`config.mk`:
```
export PLATFORM = sky130hd
export DESIGN_NAME = inverse_depth_to_point_cloud
export DESIGN_NICKNAME = d
export VERILOG_FILES = /design/src/hw/rtl/idp_pkg.sv /design/src/hw/rtl/inverse_depth_to_point_cloud.sv /design/src/hw/rtl/idp_front.sv /design/src/hw/rtl/idp_fifo.sv /design/src/hw/rtl/idp_div.sv /design/src/hw/rtl/idp_back.sv
export SDC_FILE = /design/constraint.sdc
export NUM_CORES = 2
export LEC_CHECK = 0
export ABC_AREA = 1
export BUFFER_PORTS_ARGS = -buffer_cell sky130_fd_sc_hd__clkbuf_2
export CAP_MARGIN = 0
export CORE_UTILIZATION = 65
export CTS_CLUSTER_DIAMETER = 120
export DETAILED_ROUTE_END_ITERATION = 8
export GPL_ROUTABILITY_DRIVEN = 0
export PLACE_DENSITY = 0.79
export SLEW_MARGIN = 20
export SYNTH_ARGS = -nofsm -noshare
export SYNTH_HDL_FRONTEND = slang
export SYNTH_HIERARCHICAL = 1
export SYNTH_SLANG_ARGS = --single-unit
```
`constraint.sdc`:
```
create_clock -name clk -period 13 [get_ports clk]
set_clock_uncertainty 0.2 [all_clocks]
set_input_delay 2.6 -clock clk [delete_from_list [all_inputs] [get_ports clk]]
set_output_delay 2.6 -clock clk [all_outputs]
set_load 0.03 [all_outputs]
```
`src/hw/rtl/idp_pkg.sv`:
```
// ----------------------------------------------------------------------------
// idp_pkg
// shared widths, register codes, reset values and helpers for the
// inverse-depth back-projection block
// ----------------------------------------------------------------------------
package idp_pkg;

  // configuration port
  localparam int CFG_IDX_W  = 3;
  localparam int CFG_DATA_W = 20;

  localparam logic [CFG_IDX_W-1:0] REG_FRAME_WIDTH  = 3'd0;
  localparam logic [CFG_IDX_W-1:0] REG_FRAME_HEIGHT = 3'd1;
  localparam logic [CFG_IDX_W-1:0] REG_FOCAL_X      = 3'd2;
  localparam logic [CFG_IDX_W-1:0] REG_FOCAL_Y      = 3'd3;
  localparam logic [CFG_IDX_W-1:0] REG_CENTER_X     = 3'd4;
  localparam logic [CFG_IDX_W-1:0] REG_CENTER_Y     = 3'd5;
  localparam logic [CFG_IDX_W-1:0] REG_MIN_INV      = 3'd6;

  // field widths
  localparam int SIZE_W  = 11;
  localparam int D_W     = 20;
  localparam int XY_W    = 26;
  localparam int Z_W     = 24;
  localparam int CNT_W   = 21;
  localparam int PROD_W  = 40;
  localparam int FRAC_SH = 30;

  // reset values
  localparam logic [SIZE_W-1:0]     DEF_FRAME_WIDTH  = 11'd640;
  localparam logic [SIZE_W-1:0]     DEF_FRAME_HEIGHT = 11'd480;
  localparam logic [CFG_DATA_W-1:0] DEF_FOCAL        = 20'd128000;
  localparam logic [CFG_DATA_W-1:0] DEF_CENTER_X     = 20'd81920;
  localparam logic [CFG_DATA_W-1:0] DEF_CENTER_Y     = 20'd61440;
  localparam logic [D_W-1:0]        DEF_MIN_INV      = 20'd66;

  // saturation limits
  localparam logic [XY_W-1:0]  XY_POS_MAX = {1'b0, {(XY_W-1){1'b1}}};
  localparam logic [XY_W-1:0]  XY_NEG_MAX = {1'b1, {(XY_W-1){1'b0}}};
  localparam logic [Z_W-1:0]   Z_MAX      = {Z_W{1'b1}};
  localparam logic [CNT_W-1:0] CNT_MAX    = {CNT_W{1'b1}};

  // defaults for the top-level parameters
  localparam int MAX_WIDTH_DEF  = 1024;
  localparam int MAX_HEIGHT_DEF = 1024;
  localparam int QUEUE_DEPTH    = 4;

  // queue word: inv depth, column, row, point flag, last flag, count
  function automatic int entry_width(int max_w, int max_h);
    return D_W + $clog2(max_w) + $clog2(max_h) + 2 + CNT_W;
  endfunction

endpackage

```
`src/hw/rtl/inverse_depth_to_point_cloud.sv`:
```
// ----------------------------------------------------------------------------
// inverse_depth_to_point_cloud
// back-projects an inverse-depth map, one pixel per word, into 3-d points
// ----------------------------------------------------------------------------
// throughput: skipped pixels at one per cycle while the queue is not full; points
//   one at a time, paced by the 26-step restoring dividers in the back end
// a 4-deep queue lets the front keep taking skipped pixels while a point
//   is being divided
// reset (synchronous, rst_n low): counters clear, registers take defaults
// ----------------------------------------------------------------------------
module inverse_depth_to_point_cloud #(
  parameter int MAX_WIDTH  = idp_pkg::MAX_WIDTH_DEF,
  parameter int MAX_HEIGHT = idp_pkg::MAX_HEIGHT_DEF
) (
  input  logic                              clk,
  input  logic                              rst_n,
  // pixel words
  input  logic                              in_valid,
  output logic                              in_ready,
  input  logic [idp_pkg::D_W-1:0]           in_inv_depth,
  // point words
  output logic                              out_valid,
  input  logic                              out_ready,
  output logic signed [idp_pkg::XY_W-1:0]   out_point_x,
  output logic signed [idp_pkg::XY_W-1:0]   out_point_y,
  output logic [idp_pkg::Z_W-1:0]           out_point_z,
  output logic                              out_point_valid,
  output logic                              out_frame_last,
  output logic [idp_pkg::CNT_W-1:0]         out_point_count,
  // register writes
  input  logic                              cfg_we,
  input  logic [idp_pkg::CFG_IDX_W-1:0]     cfg_index,
  input  logic [idp_pkg::CFG_DATA_W-1:0]    cfg_wdata
);
  import idp_pkg::*;

  localparam int EW = entry_width(MAX_WIDTH, MAX_HEIGHT);

  // configuration registers
  logic [SIZE_W-1:0]     fw_r, fh_r;
  logic [CFG_DATA_W-1:0] fx_r, fy_r, cx_r, cy_r;
  logic [D_W-1:0]        min_r;

  // queue between front and back
  logic          q_push, q_pop, q_full, q_empty;
  logic [EW-1:0] q_wword, q_rword;

  always_ff @(posedge clk) begin
    if (!rst_n) begin
      fw_r  <= DEF_FRAME_WIDTH;
      fh_r  <= DEF_FRAME_HEIGHT;
      fx_r  <= DEF_FOCAL;
      fy_r  <= DEF_FOCAL;
      cx_r  <= DEF_CENTER_X;
      cy_r  <= DEF_CENTER_Y;
      min_r <= DEF_MIN_INV;
    end else if (cfg_we) begin
      // out-of-list index falls through and is ignored
      case (cfg_index)
        REG_FRAME_WIDTH:  fw_r  <= cfg_wdata[SIZE_W-1:0];
        REG_FRAME_HEIGHT: fh_r  <= cfg_wdata[SIZE_W-1:0];
        REG_FOCAL_X:      fx_r  <= cfg_wdata;
        REG_FOCAL_Y:      fy_r  <= cfg_wdata;
        REG_CENTER_X:     cx_r  <= cfg_wdata;
        REG_CENTER_Y:     cy_r  <= cfg_wdata;
        REG_MIN_INV:      min_r <= cfg_wdata[D_W-1:0];
        default: ;
      endcase
    end
  end

  // front: raster position, threshold test, point count
  idp_front #(.MAX_WIDTH(MAX_WIDTH), .MAX_HEIGHT(MAX_HEIGHT)) u_front (
    .clk           (clk),
    .rst_n         (rst_n),
    .in_valid      (in_valid),
    .in_ready      (in_ready),
    .in_inv_depth  (in_inv_depth),
    .frame_width   (fw_r),
    .frame_height  (fh_r),
    .min_inv_depth (min_r),
    .q_full        (q_full),
    .q_push        (q_push),
    .q_word        (q_wword)
  );

  idp_fifo #(.WIDTH(EW), .DEPTH(QUEUE_DEPTH)) u_queue (
    .clk   (clk),
    .rst_n (rst_n),
    .push  (q_push),
    .wdata (q_wword),
    .full  (q_full),
    .pop   (q_pop),
    .rdata (q_rword),
    .empty (q_empty)
  );

  // back: products, division, saturation and the output register
  idp_back #(.MAX_WIDTH(MAX_WIDTH), .MAX_HEIGHT(MAX_HEIGHT)) u_back (
    .clk             (clk),
    .rst_n           (rst_n),
    .q_word          (q_rword),
    .q_empty         (q_empty),
    .q_pop           (q_pop),
    .focal_x         (fx_r),
    .focal_y         (fy_r),
    .center_x        (cx_r),
    .center_y        (cy_r),
    .out_valid       (out_valid),
    .out_ready       (out_ready),
    .out_point_x     (out_point_x),
    .out_point_y     (out_point_y),
    .out_point_z     (out_point_z),
    .out_point_valid (out_point_valid),
    .out_frame_last  (out_frame_last),
    .out_point_count (out_point_count)
  );

endmodule

```
`src/hw/rtl/idp_front.sv`:
```
// ----------------------------------------------------------------------------
// idp_front
// takes pixels, tracks raster position and point count, queues the words
// that need a result
// ----------------------------------------------------------------------------
module idp_front #(
  parameter int MAX_WIDTH  = idp_pkg::MAX_WIDTH_DEF,
  parameter int MAX_HEIGHT = idp_pkg::MAX_HEIGHT_DEF
) (
  input  logic                                         clk,
  input  logic                                         rst_n,
  input  logic                                         in_valid,
  output logic                                         in_ready,
  input  logic [idp_pkg::D_W-1:0]                      in_inv_depth,
  input  logic [idp_pkg::SIZE_W-1:0]                   frame_width,
  input  logic [idp_pkg::SIZE_W-1:0]                   frame_height,
  input  logic [idp_pkg::D_W-1:0]                      min_inv_depth,
  input  logic                                         q_full,
  output logic                                         q_push,
  output logic [idp_pkg::entry_width(MAX_WIDTH, MAX_HEIGHT)-1:0] q_word
);
  import idp_pkg::*;

  localparam int CW  = $clog2(MAX_WIDTH);
  localparam int RW  = $clog2(MAX_HEIGHT);
  localparam int SWX = (CW + 1 > SIZE_W) ? CW + 1 : SIZE_W;
  localparam int SWY = (RW + 1 > SIZE_W) ? RW + 1 : SIZE_W;

  logic [CW-1:0]    col_r, col_nxt;
  logic [RW-1:0]    row_r, row_nxt;
  logic [CNT_W-1:0] cnt_r, cnt_nxt, cnt_inc;
  logic [SWX-1:0]   w_eff, fw_ext, col_p1;
  logic [SWY-1:0]   h_eff, fh_ext, row_p1;
  logic             row_end, last, pt_valid, accept;

  assign fw_ext = SWX'(frame_width);
  assign fh_ext = SWY'(frame_height);

  // zero acts as one, oversize acts as the maximum
  always_comb begin
    if (frame_width == '0) begin
      w_eff = SWX'(1);
    end else if (fw_ext > SWX'(MAX_WIDTH)) begin
      w_eff = SWX'(MAX_WIDTH);
    end else begin
      w_eff = fw_ext;
    end
    if (frame_height == '0) begin
      h_eff = SWY'(1);
    end else if (fh_ext > SWY'(MAX_HEIGHT)) begin
      h_eff = SWY'(MAX_HEIGHT);
    end else begin
      h_eff = fh_ext;
    end
  end

  assign col_p1   = SWX'(col_r) + SWX'(1);
  assign row_p1   = SWY'(row_r) + SWY'(1);
  assign row_end  = col_p1 >= w_eff;
  assign last     = row_end && (row_p1 >= h_eff);
  assign pt_valid = in_inv_depth >= min_inv_depth;
  assign in_ready = !q_full;
  assign accept   = in_valid && in_ready;
  assign cnt_inc  = (pt_valid && cnt_r != CNT_MAX) ? cnt_r + CNT_W'(1) : cnt_r;

  // only points and the frame's last pixel go on to the back end
  assign q_push = accept && (pt_valid || last);
  assign q_word = {in_inv_depth, col_r, row_r, pt_valid, last, cnt_inc};

  always_comb begin
    col_nxt = col_r;
    row_nxt = row_r;
    cnt_nxt = cnt_r;
    if (accept) begin
      if (last) begin
        col_nxt = '0;
        row_nxt = '0;
        cnt_nxt = '0;
      end else if (row_end) begin
        col_nxt = '0;
        row_nxt = row_r + RW'(1);
        cnt_nxt = cnt_inc;
      end else begin
        col_nxt = col_r + CW'(1);
        cnt_nxt = cnt_inc;
      end
    end
  end

  always_ff @(posedge clk) begin
    if (!rst_n) begin
      col_r <= '0;
      row_r <= '0;
      cnt_r <= '0;
    end else begin
      col_r <= col_nxt;
      row_r <= row_nxt;
      cnt_r <= cnt_nxt;
    end
  end

endmodule

```
`src/hw/rtl/idp_fifo.sv`:
```
// ----------------------------------------------------------------------------
// idp_fifo
// short register queue between front and back end
// ----------------------------------------------------------------------------
module idp_fifo #(
  parameter int WIDTH = 8,
  parameter int DEPTH = idp_pkg::QUEUE_DEPTH
) (
  input  logic             clk,
  input  logic             rst_n,
  input  logic             push,
  input  logic [WIDTH-1:0] wdata,
  output logic             full,
  input  logic             pop,
  output logic [WIDTH-1:0] rdata,
  output logic             empty
);
  import idp_pkg::*;

  localparam int PW = (DEPTH > 1) ? $clog2(DEPTH) : 1;
  localparam int NW = $clog2(DEPTH + 1);

  logic [WIDTH-1:0] mem_r [DEPTH];
  logic [PW-1:0]    wr_r, wr_nxt, rd_r, rd_nxt;
  logic [NW-1:0]    fill_r, fill_nxt;
  logic             do_push, do_pop;

  assign full    = fill_r == NW'(DEPTH);
  assign empty   = fill_r == '0;
  assign do_push = push && !full;
  assign do_pop  = pop && !empty;
  assign rdata   = mem_r[rd_r];

  always_comb begin
    wr_nxt   = wr_r;
    rd_nxt   = rd_r;
    fill_nxt = fill_r;
    if (do_push) begin
      wr_nxt = (wr_r == PW'(DEPTH - 1)) ? '0 : wr_r + PW'(1);
    end
    if (do_pop) begin
      rd_nxt = (rd_r == PW'(DEPTH - 1)) ? '0 : rd_r + PW'(1);
    end
    if (do_push && !do_pop) begin
      fill_nxt = fill_r + NW'(1);
    end else if (do_pop && !do_push) begin
      fill_nxt = fill_r - NW'(1);
    end
  end

  always_ff @(posedge clk) begin
    if (do_push) begin
      mem_r[wr_r] <= wdata;
    end
  end

  always_ff @(posedge clk) begin
    if (!rst_n) begin
      wr_r   <= '0;
      rd_r   <= '0;
      fill_r <= '0;
    end else begin
      wr_r   <= wr_nxt;
      rd_r   <= rd_nxt;
      fill_r <= fill_nxt;
    end
  end

endmodule

```
`src/hw/rtl/idp_div.sv`:
```
// ----------------------------------------------------------------------------
// idp_div
// restoring divider, one quotient bit per cycle, with overflow flag
// ----------------------------------------------------------------------------
module idp_div #(
  parameter int NUM_W = 31,
  parameter int DEN_W = 20,
  parameter int Q_W   = 26
) (
  input  logic             clk,
  input  logic             rst_n,
  input  logic             start,
  input  logic [NUM_W-1:0] num,
  input  logic [DEN_W-1:0] den,
  output logic             done,
  output logic [Q_W-1:0]   quot,
  output logic             ovf
);
  import idp_pkg::*;

  localparam int EW = (NUM_W > DEN_W + Q_W) ? NUM_W : DEN_W + Q_W;
  localparam int KW = $clog2(Q_W);

  logic [EW-1:0]  rem_r, rem_nxt, dsr_r, dsr_nxt;
  logic [Q_W-1:0] q_r, q_nxt;
  logic [KW-1:0]  cnt_r, cnt_nxt;
  logic           busy_r, busy_nxt, done_r, done_nxt, ovf_r, ovf_nxt, ge;

  assign ge   = rem_r >= dsr_r;
  assign done = done_r;
  assign quot = q_r;
  assign ovf  = ovf_r;

  always_comb begin
    rem_nxt  = rem_r;
    dsr_nxt  = dsr_r;
    q_nxt    = q_r;
    cnt_nxt  = cnt_r;
    busy_nxt = busy_r;
    ovf_nxt  = ovf_r;
    // done holds with the result until the next start
    done_nxt = done_r;
    if (start) begin
      rem_nxt  = EW'(num);
      dsr_nxt  = EW'(den) << (Q_W - 1);
      // quotient would not fit in q_w bits
      ovf_nxt  = EW'(num) >= (EW'(den) << Q_W);
      q_nxt    = '0;
      cnt_nxt  = KW'(Q_W - 1);
      busy_nxt = 1'b1;
      done_nxt = 1'b0;
    end else if (busy_r) begin
      if (ge) begin
        rem_nxt = rem_r - dsr_r;
      end
      q_nxt   = {q_r[Q_W-2:0], ge};
      dsr_nxt = dsr_r >> 1;
      cnt_nxt = cnt_r - KW'(1);
      if (cnt_r == '0) begin
        busy_nxt = 1'b0;
        done_nxt = 1'b1;
      end
    end
  end

  always_ff @(posedge clk) begin
    rem_r <= rem_nxt;
    dsr_r <= dsr_nxt;
    q_r   <= q_nxt;
    cnt_r <= cnt_nxt;
    ovf_r <= ovf_nxt;
  end

  always_ff @(posedge clk) begin
    if (!rst_n) begin
      busy_r <= 1'b0;
      done_r <= 1'b0;
    end else begin
      busy_r <= busy_nxt;
      done_r <= done_nxt;
    end
  end

endmodule

```
`src/hw/rtl/idp_back.sv`:
```
// ----------------------------------------------------------------------------
// idp_back
// projects one queued word: products, three dividers, saturation, output
// register
// ----------------------------------------------------------------------------
module idp_back #(
  parameter int MAX_WIDTH  = idp_pkg::MAX_WIDTH_DEF,
  parameter int MAX_HEIGHT = idp_pkg::MAX_HEIGHT_DEF
) (
  input  logic                                         clk,
  input  logic                                         rst_n,
  input  logic [idp_pkg::entry_width(MAX_WIDTH, MAX_HEIGHT)-1:0] q_word,
  input  logic                                         q_empty,
  output logic                                         q_pop,
  input  logic [idp_pkg::CFG_DATA_W-1:0]               focal_x,
  input  logic [idp_pkg::CFG_DATA_W-1:0]               focal_y,
  input  logic [idp_pkg::CFG_DATA_W-1:0]               center_x,
  input  logic [idp_pkg::CFG_DATA_W-1:0]               center_y,
  output logic                                         out_valid,
  input  logic                                         out_ready,
  output logic signed [idp_pkg::XY_W-1:0]              out_point_x,
  output logic signed [idp_pkg::XY_W-1:0]              out_point_y,
  output logic [idp_pkg::Z_W-1:0]                      out_point_z,
  output logic                                         out_point_valid,
  output logic                                         out_frame_last,
  output logic [idp_pkg::CNT_W-1:0]                    out_point_count
);
  import idp_pkg::*;

  localparam int CW  = $clog2(MAX_WIDTH);
  localparam int RW  = $clog2(MAX_HEIGHT);
  localparam int PXW = ((CW + 8 > CFG_DATA_W) ? CW + 8 : CFG_DATA_W) + 1;
  localparam int PYW = ((RW + 8 > CFG_DATA_W) ? RW + 8 : CFG_DATA_W) + 1;
  localparam int NXW = PXW - 1 + FRAC_SH + 1;
  localparam int NYW = PYW - 1 + FRAC_SH + 1;
  localparam int NZW = FRAC_SH + 1;

  localparam logic [1:0] ST_IDLE  = 2'd0;
  localparam logic [1:0] ST_MUL   = 2'd1;
  localparam logic [1:0] ST_START = 2'd2;
  localparam logic [1:0] ST_DIV   = 2'd3;

  logic [1:0]       state_r, state_nxt;

  // latched word
  logic [D_W-1:0]   d_r;
  logic [CW-1:0]    col_r;
  logic [RW-1:0]    row_r;
  logic             pv_r, last_r;
  logic [CNT_W-1:0] cnt_r;

  // product stage
  logic [PROD_W-1:0] denx_r, deny_r;
  logic [PXW-2:0]    magx_r;
  logic [PYW-2:0]    magy_r;
  logic              negx_r, negy_r;

  logic [CFG_DATA_W-1:0] fx_eff, fy_eff;
  logic [PXW-1:0]        diffx, absx;
  logic [PYW-1:0]        diffy, absy;
  logic [NXW-1:0]        numx;
  logic [NYW-1:0]        numy;
  logic [NZW-1:0]        numz;

  logic             div_start, donex, doney, donez, ovfx, ovfy, ovfz;
  logic [XY_W-1:0]  qx, qy;
  logic [XY_W-1:0]  qz;
  logic [XY_W-1:0]  resx, resy;
  logic [Z_W-1:0]   resz;
  logic             load_out;

  logic             out_valid_r, out_valid_nxt;
  logic [XY_W-1:0]  px_r, py_r;
  logic [Z_W-1:0]   pz_r;
  logic             ppv_r, plast_r;
  logic [CNT_W-1:0] pcnt_r;

  assign fx_eff = (focal_x == '0) ? CFG_DATA_W'(1) : focal_x;
  assign fy_eff = (focal_y == '0) ? CFG_DATA_W'(1) : focal_y;

  assign diffx = PXW'({col_r, 8'd0}) - PXW'(center_x);
  assign diffy = PYW'({row_r, 8'd0}) - PYW'(center_y);
  assign absx  = diffx[PXW-1] ? (~diffx + PXW'(1)) : diffx;
  assign absy  = diffy[PYW-1] ? (~diffy + PYW'(1)) : diffy;

  // mag * 2^30 plus half the divisor gives round-to-nearest
  assign numx = NXW'({magx_r, {FRAC_SH{1'b0}}}) + NXW'(denx_r >> 1);
  assign numy = NYW'({magy_r, {FRAC_SH{1'b0}}}) + NYW'(deny_r >> 1);
  assign numz = (NZW'(1) << FRAC_SH) + NZW'(d_r >> 1);

  assign div_start = state_r == ST_START;
  assign q_pop     = state_r == ST_IDLE && !q_empty;
  assign load_out  = state_r == ST_DIV && donex && doney && donez
                     && (!out_valid_r || out_ready);

  idp_div #(.NUM_W(NXW), .DEN_W(PROD_W), .Q_W(XY_W)) u_div_x (
    .clk(clk), .rst_n(rst_n), .start(div_start), .num(numx), .den(denx_r),
    .done(donex), .quot(qx), .ovf(ovfx)
  );

  idp_div #(.NUM_W(NYW), .DEN_W(PROD_W), .Q_W(XY_W)) u_div_y (
    .clk(clk), .rst_n(rst_n), .start(div_start), .num(numy), .den(deny_r),
    .done(doney), .quot(qy), .ovf(ovfy)
  );

  idp_div #(.NUM_W(NZW), .DEN_W(D_W), .Q_W(XY_W)) u_div_z (
    .clk(clk), .rst_n(rst_n), .start(div_start), .num(numz), .den(d_r),
    .done(donez), .quot(qz), .ovf(ovfz)
  );

  // saturation, sign and the skipped-pixel case
  always_comb begin
    resx = '0;
    resy = '0;
    resz = '0;
    if (pv_r) begin
      if (magx_r == '0) begin
        resx = '0;
      end else if (negx_r) begin
        resx = (ovfx || qx > XY_NEG_MAX) ? XY_NEG_MAX : ('0 - qx);
      end else begin
        resx = (ovfx || qx > XY_POS_MAX) ? XY_POS_MAX : qx;
      end
      if (magy_r == '0) begin
        resy = '0;
      end else if (negy_r) begin
        resy = (ovfy || qy > XY_NEG_MAX) ? XY_NEG_MAX : ('0 - qy);
      end else begin
        resy = (ovfy || qy > XY_POS_MAX) ? XY_POS_MAX : qy;
      end
      resz = (ovfz || qz > XY_W'(Z_MAX)) ? Z_MAX : qz[Z_W-1:0];
    end
  end

  always_comb begin
    state_nxt = state_r;
    case (state_r)
      ST_IDLE: begin
        if (!q_empty) state_nxt = ST_MUL;
      end
      ST_MUL:   state_nxt = ST_START;
      ST_START: state_nxt = ST_DIV;
      ST_DIV: begin
        if (load_out) state_nxt = ST_IDLE;
      end
      default:  state_nxt = ST_IDLE;
    endcase
  end

  always_comb begin
    out_valid_nxt = out_valid_r;
    if (load_out) begin
      out_valid_nxt = 1'b1;
    end else if (out_ready) begin
      out_valid_nxt = 1'b0;
    end
  end

  always_ff @(posedge clk) begin
    if (q_pop) begin
      {d_r, col_r, row_r, pv_r, last_r, cnt_r} <= q_word;
    end
    if (state_r == ST_MUL) begin
      denx_r <= PROD_W'(d_r) * PROD_W'(fx_eff);
      deny_r <= PROD_W'(d_r) * PROD_W'(fy_eff);
      magx_r <= absx[PXW-2:0];
      magy_r <= absy[PYW-2:0];
      negx_r <= diffx[PXW-1];
      negy_r <= diffy[PYW-1];
    end
    if (load_out) begin
      px_r    <= resx;
      py_r    <= resy;
      pz_r    <= resz;
      ppv_r   <= pv_r;
      plast_r <= last_r;
      pcnt_r  <= cnt_r;
    end
  end

  always_ff @(posedge clk) begin
    if (!rst_n) begin
      state_r     <= ST_IDLE;
      out_valid_r <= 1'b0;
    end else begin
      state_r     <= state_nxt;
      out_valid_r <= out_valid_nxt;
    end
  end

  assign out_valid       = out_valid_r;
  assign out_point_x     = px_r;
  assign out_point_y     = py_r;
  assign out_point_z     = pz_r;
  assign out_point_valid = ppv_r;
  assign out_frame_last  = plast_r;
  assign out_point_count = pcnt_r;

endmodule

```
==> run metrics <==
Syn Inst Count=around 13k; Finished Core Util=69.6%; crit path DAT=7.51 ns; die area=0.150 sq mm; slew of the pin with the lowest slew margin=1.15 ns; average wire per standard cell=between 15 and 20 um; Critical Path, Cell by Cell=nand2_1 -> inv_1 -> fa_1 -> fa_1 -> inv_1 -> fa_1 -> inv_1 -> fa_1 -> ha_1 -> fa_1 -> fa_1 -> ha_1 -> nand2_1 -> nor2_1 -> nand4_1 -> nor3_1 -> a21oi_1 -> o21ai_0 -> xor2_1; Pins Over Slew Limit=0; residual overflow from global routing=0; Final setup viols=0; Hold Worst Slack=0.207 ns; via count=83.9k; initial drt markers=between 9k and 10k; root buffer selected by CTS=clkbuf_16; Yosys reg bits=1166; H-tree depth=4; RSZ-0062 raised after global routing=no; Reg area=0.0311 sq mm; GRT Util Overall=35.5%; PnR worst setup slack=just under 6 ns; total setup buffers inserted after CTS=0; clock-pin transition on the worst setup and hold timing paths=0.06 ns; Critical Path Slowest Stage Cell=dfxtp_1; Routed Antenna Nets=0; antenna violations before repair=7; Buf+Inv Stages, Crit Path=3; Resized cells post-CTS=0; Distinct cells, synth=71; Setup crit end kind=flop; first-pass iteration count of the detailed router=9; Skew-Pair Late Insertion Delay=about 0.81 ns; max incr delay on CP=0.92 ns; fmax=139 MHz; Worst EP required=13.34 ns; Top delay family on crit path=adder cells; I/O pins=149; Post-synth EDFFs=772; Ant. Diodes=0; ys async rst share=0%; fill cell count=11.8k; cts-stage hold buffer count=0; vias per cell=about 5.8; min Tclk post-route=7.17 ns; # clock sinks=1166; Setup WS pre-CTS=roughly 6 ns; status=complete, but fails checks; Slew HR=roughly 23%; TritonCTS clock tree=done; ys flop type=edfxtp_1; Mean Syn Cell Area=7.72 sq um; maxcap violations=0; Setup TNS=0 ns; Startpoint Class=flop; core footprint=0.148 sq mm; Syn-to-layout area delta=6.33%; Die X=388 um; Crit Path Class=flop to flop; Tcrit/Tclk final=55.2%; HPWL Detailed=200 mm; area occupied by multi-input gates=~0.055 sq mm; FP Rows=141; Initial Util=approximately 65%; CTS Buf Count=130; number of global-route vias before repair=82.2k; failing checks=DRC; crit path max fanout=22; Residual DRC=3; share of layout cells above drive strength 1=6.70%; port bufs=148; sequential area share after synthesis=32.1%; synthesized cell area=0.0968 sq mm; clk buf depth=3; Worst path most repeated cell=fa_1; largest net degree at the start of global routing=104; Hold Vio Cnt, Final=0; total routed wirelength=270 mm; Hold/Removal Path Class=flop to flop; first-pass GRT wire length=427 mm; Syn. warnings=6; Final #Nets=13.8k; Die Ht=about 390 um
-- layer usage --
metal  routed length [um]  vias up  global-route usage (%)
met5                   47        -                       0
met4                15000        8                    18.4
met3                28000      940                    7.33
met2               122000     4564                    56.6
met1               105000    39294                    45.9
li1                     -    39075                       -
-- final timing paths --
check / startpoint / end / slack [ns] / cells after the start
worst max-delay path: fx_r[2]$_SDFFE_PN0P_ / u_back/denx_r[27]$_DFFE_PN_ / 5.83 / 19
worst min register to register: u_back/cnt_r[5]$_DFFE_PP_ / u_back/out_point_count[5]$_DFFE_PP_ / 0.21 / 0
worst min-delay path: u_back/cnt_r[5]$_DFFE_PP_ / u_back/out_point_count[5]$_DFFE_PP_ / 0.21 / 0
worst max register to register: fx_r[2]$_SDFFE_PN0P_ / u_back/denx_r[27]$_DFFE_PN_ / 5.83 / 19
-- synthesized netlist by cell type, types with 11 or more instances --
| cell type | number | area share, % |
|---|---|---|
| a21o_1 | 34 | 0.26 |
| a21oi_1 | 563 | 2.9 |
| a31oi_1 | 13 | 0.084 |
| buf_1 | 17 | 0.066 |
| buf_2 | 48 | 0.25 |
| buf_4 | 43 | 0.33 |
| buf_6 | 11 | 0.13 |
| clkbuf_1 | 299 | 1.2 |
| dfxtp_1 | 394 | 8.1 |
| edfxtp_1 | 772 | 24 |
| fa_1 | 646 | 13 |
| ha_1 | 631 | 8.2 |
| inv_1 | 2382 | 9.2 |
| inv_2 | 47 | 0.18 |
| nand2_1 | 3161 | 12 |
| nand2_2 | 78 | 0.50 |
| nand3_1 | 624 | 3.2 |
| nand3_2 | 37 | 0.38 |
| nand3b_1 | 37 | 0.29 |
| nand4_1 | 89 | 0.58 |
| nor2_1 | 1143 | 4.4 |
| nor2_2 | 100 | 0.65 |
| nor2_4 | 20 | 0.23 |
| nor3_1 | 73 | 0.38 |
| nor4_1 | 60 | 0.39 |
| o21ai_0 | 641 | 3.3 |
| o21ai_1 | 35 | 0.18 |
| o21bai_1 | 47 | 0.36 |
| o22ai_1 | 27 | 0.17 |
| o22ai_2 | 40 | 0.52 |
| or2_2 | 36 | 0.23 |
| xnor2_1 | 98 | 0.89 |
| xor2_1 | 161 | 1.5 |
-- worst register-to-register path, cell delays in order, from the launching register on --
cell and delay, ns:
dfxtp_1 0.92, nand2_1 0.14, inv_1 0.10, fa_1 0.44, fa_1 0.53, inv_1 0.06, fa_1 0.55, inv_1 0.06
fa_1 0.45, ha_1 0.33, fa_1 0.51, fa_1 0.52, ha_1 0.40, nand2_1 0.17, nor2_1 0.39, nand4_1 0.32
nor3_1 0.32, a21oi_1 0.16, o21ai_0 0.24, xor2_1 0.10
-- registers in the layout, indices dropped and copies added, names as in the netlist, 40 cells and up, named ones only --
name,cells
u_back/denx_r,40
u_back/u_div_z/dsr_r,45
u_back/u_div_y/dsr_r,65
u_queue/mem_r,252
u_back/u_div_z/rem_r,46
u_back/u_div_x/rem_r,66
u_back/u_div_y/rem_r,66
u_back/deny_r,40
u_back/u_div_x/dsr_r,65
-- layout make-up --
type	count	share of cell area [%]
Clock inverter	71	0.721
Timing Repair Buffer	210	1.17
Multi-Input combinational cell	8533	53.2
Inverter	2434	8.89
Sequential cell	1166	30.2
Tap cell	1930	2.35
Clock buffer	171	3.48
-- stage by stage --
step	instances	instance area (sq um)
after global routing	14515	103000
after CTS	14515	103000
final	14515	103000
after floorplan	12565	96900
after global placement	14273	98600
after detailed placement	14273	98600
-- layout by cell type (no fill, tap or decap), types with 13 or more instances in the layout --
| master | n |
|---|---|
| or2_2 | 36 |
| dfxtp_1 | 389 |
| fa_1 | 646 |
| nand2_2 | 80 |
| nor4_1 | 60 |
| xor2_1 | 161 |
| ha_1 | 629 |
| nand3_2 | 37 |
| o21ai_1 | 35 |
| buf_4 | 63 |
| clkbuf_16 | 134 |
| nor2_1 | 1135 |
| a31oi_1 | 13 |
| inv_1 | 2379 |
| clkbuf_2 | 147 |
| o22ai_1 | 27 |
| inv_2 | 48 |
| nand3b_1 | 37 |
| nand3_1 | 624 |
| clkinv_1 | 14 |
| o21ai_0 | 641 |
| a21oi_1 | 561 |
| nor2_4 | 26 |
| clkinv_2 | 20 |
| conb_1 | 24 |
| o22ai_2 | 40 |
| o21bai_1 | 47 |
| xnor2_1 | 98 |
| clkbuf_1 | 28 |
| nor3_1 | 73 |
| a21o_1 | 34 |
| nand2_1 | 3158 |
| nor2_2 | 102 |
| nand4_1 | 89 |
| edfxtp_1 | 772 |
-- cell families (layout without fill, tap and decap cells) --
kind of cell | count (synthesis) | in the layout | share of synthesized area (%)
buffers and inverters | 2866 | 2886 | 11.5
AND/OR/NAND/NOR | 5510 | 5510 | 24.2
XOR/XNOR | 260 | 260 | 2.36
adder cells (fa/ha/maj) | 1277 | 1277 | 21.5
other | 2 | 24 | 0.00776
AO/OA/AOI/OAI | 1462 | 1462 | 8.32
flip-flops | 1166 | 1166 | 32.1
Power is left out: the tool's default activity adds up to more than one toggle a clock period on the data nets, which glitch-free logic cannot reach.
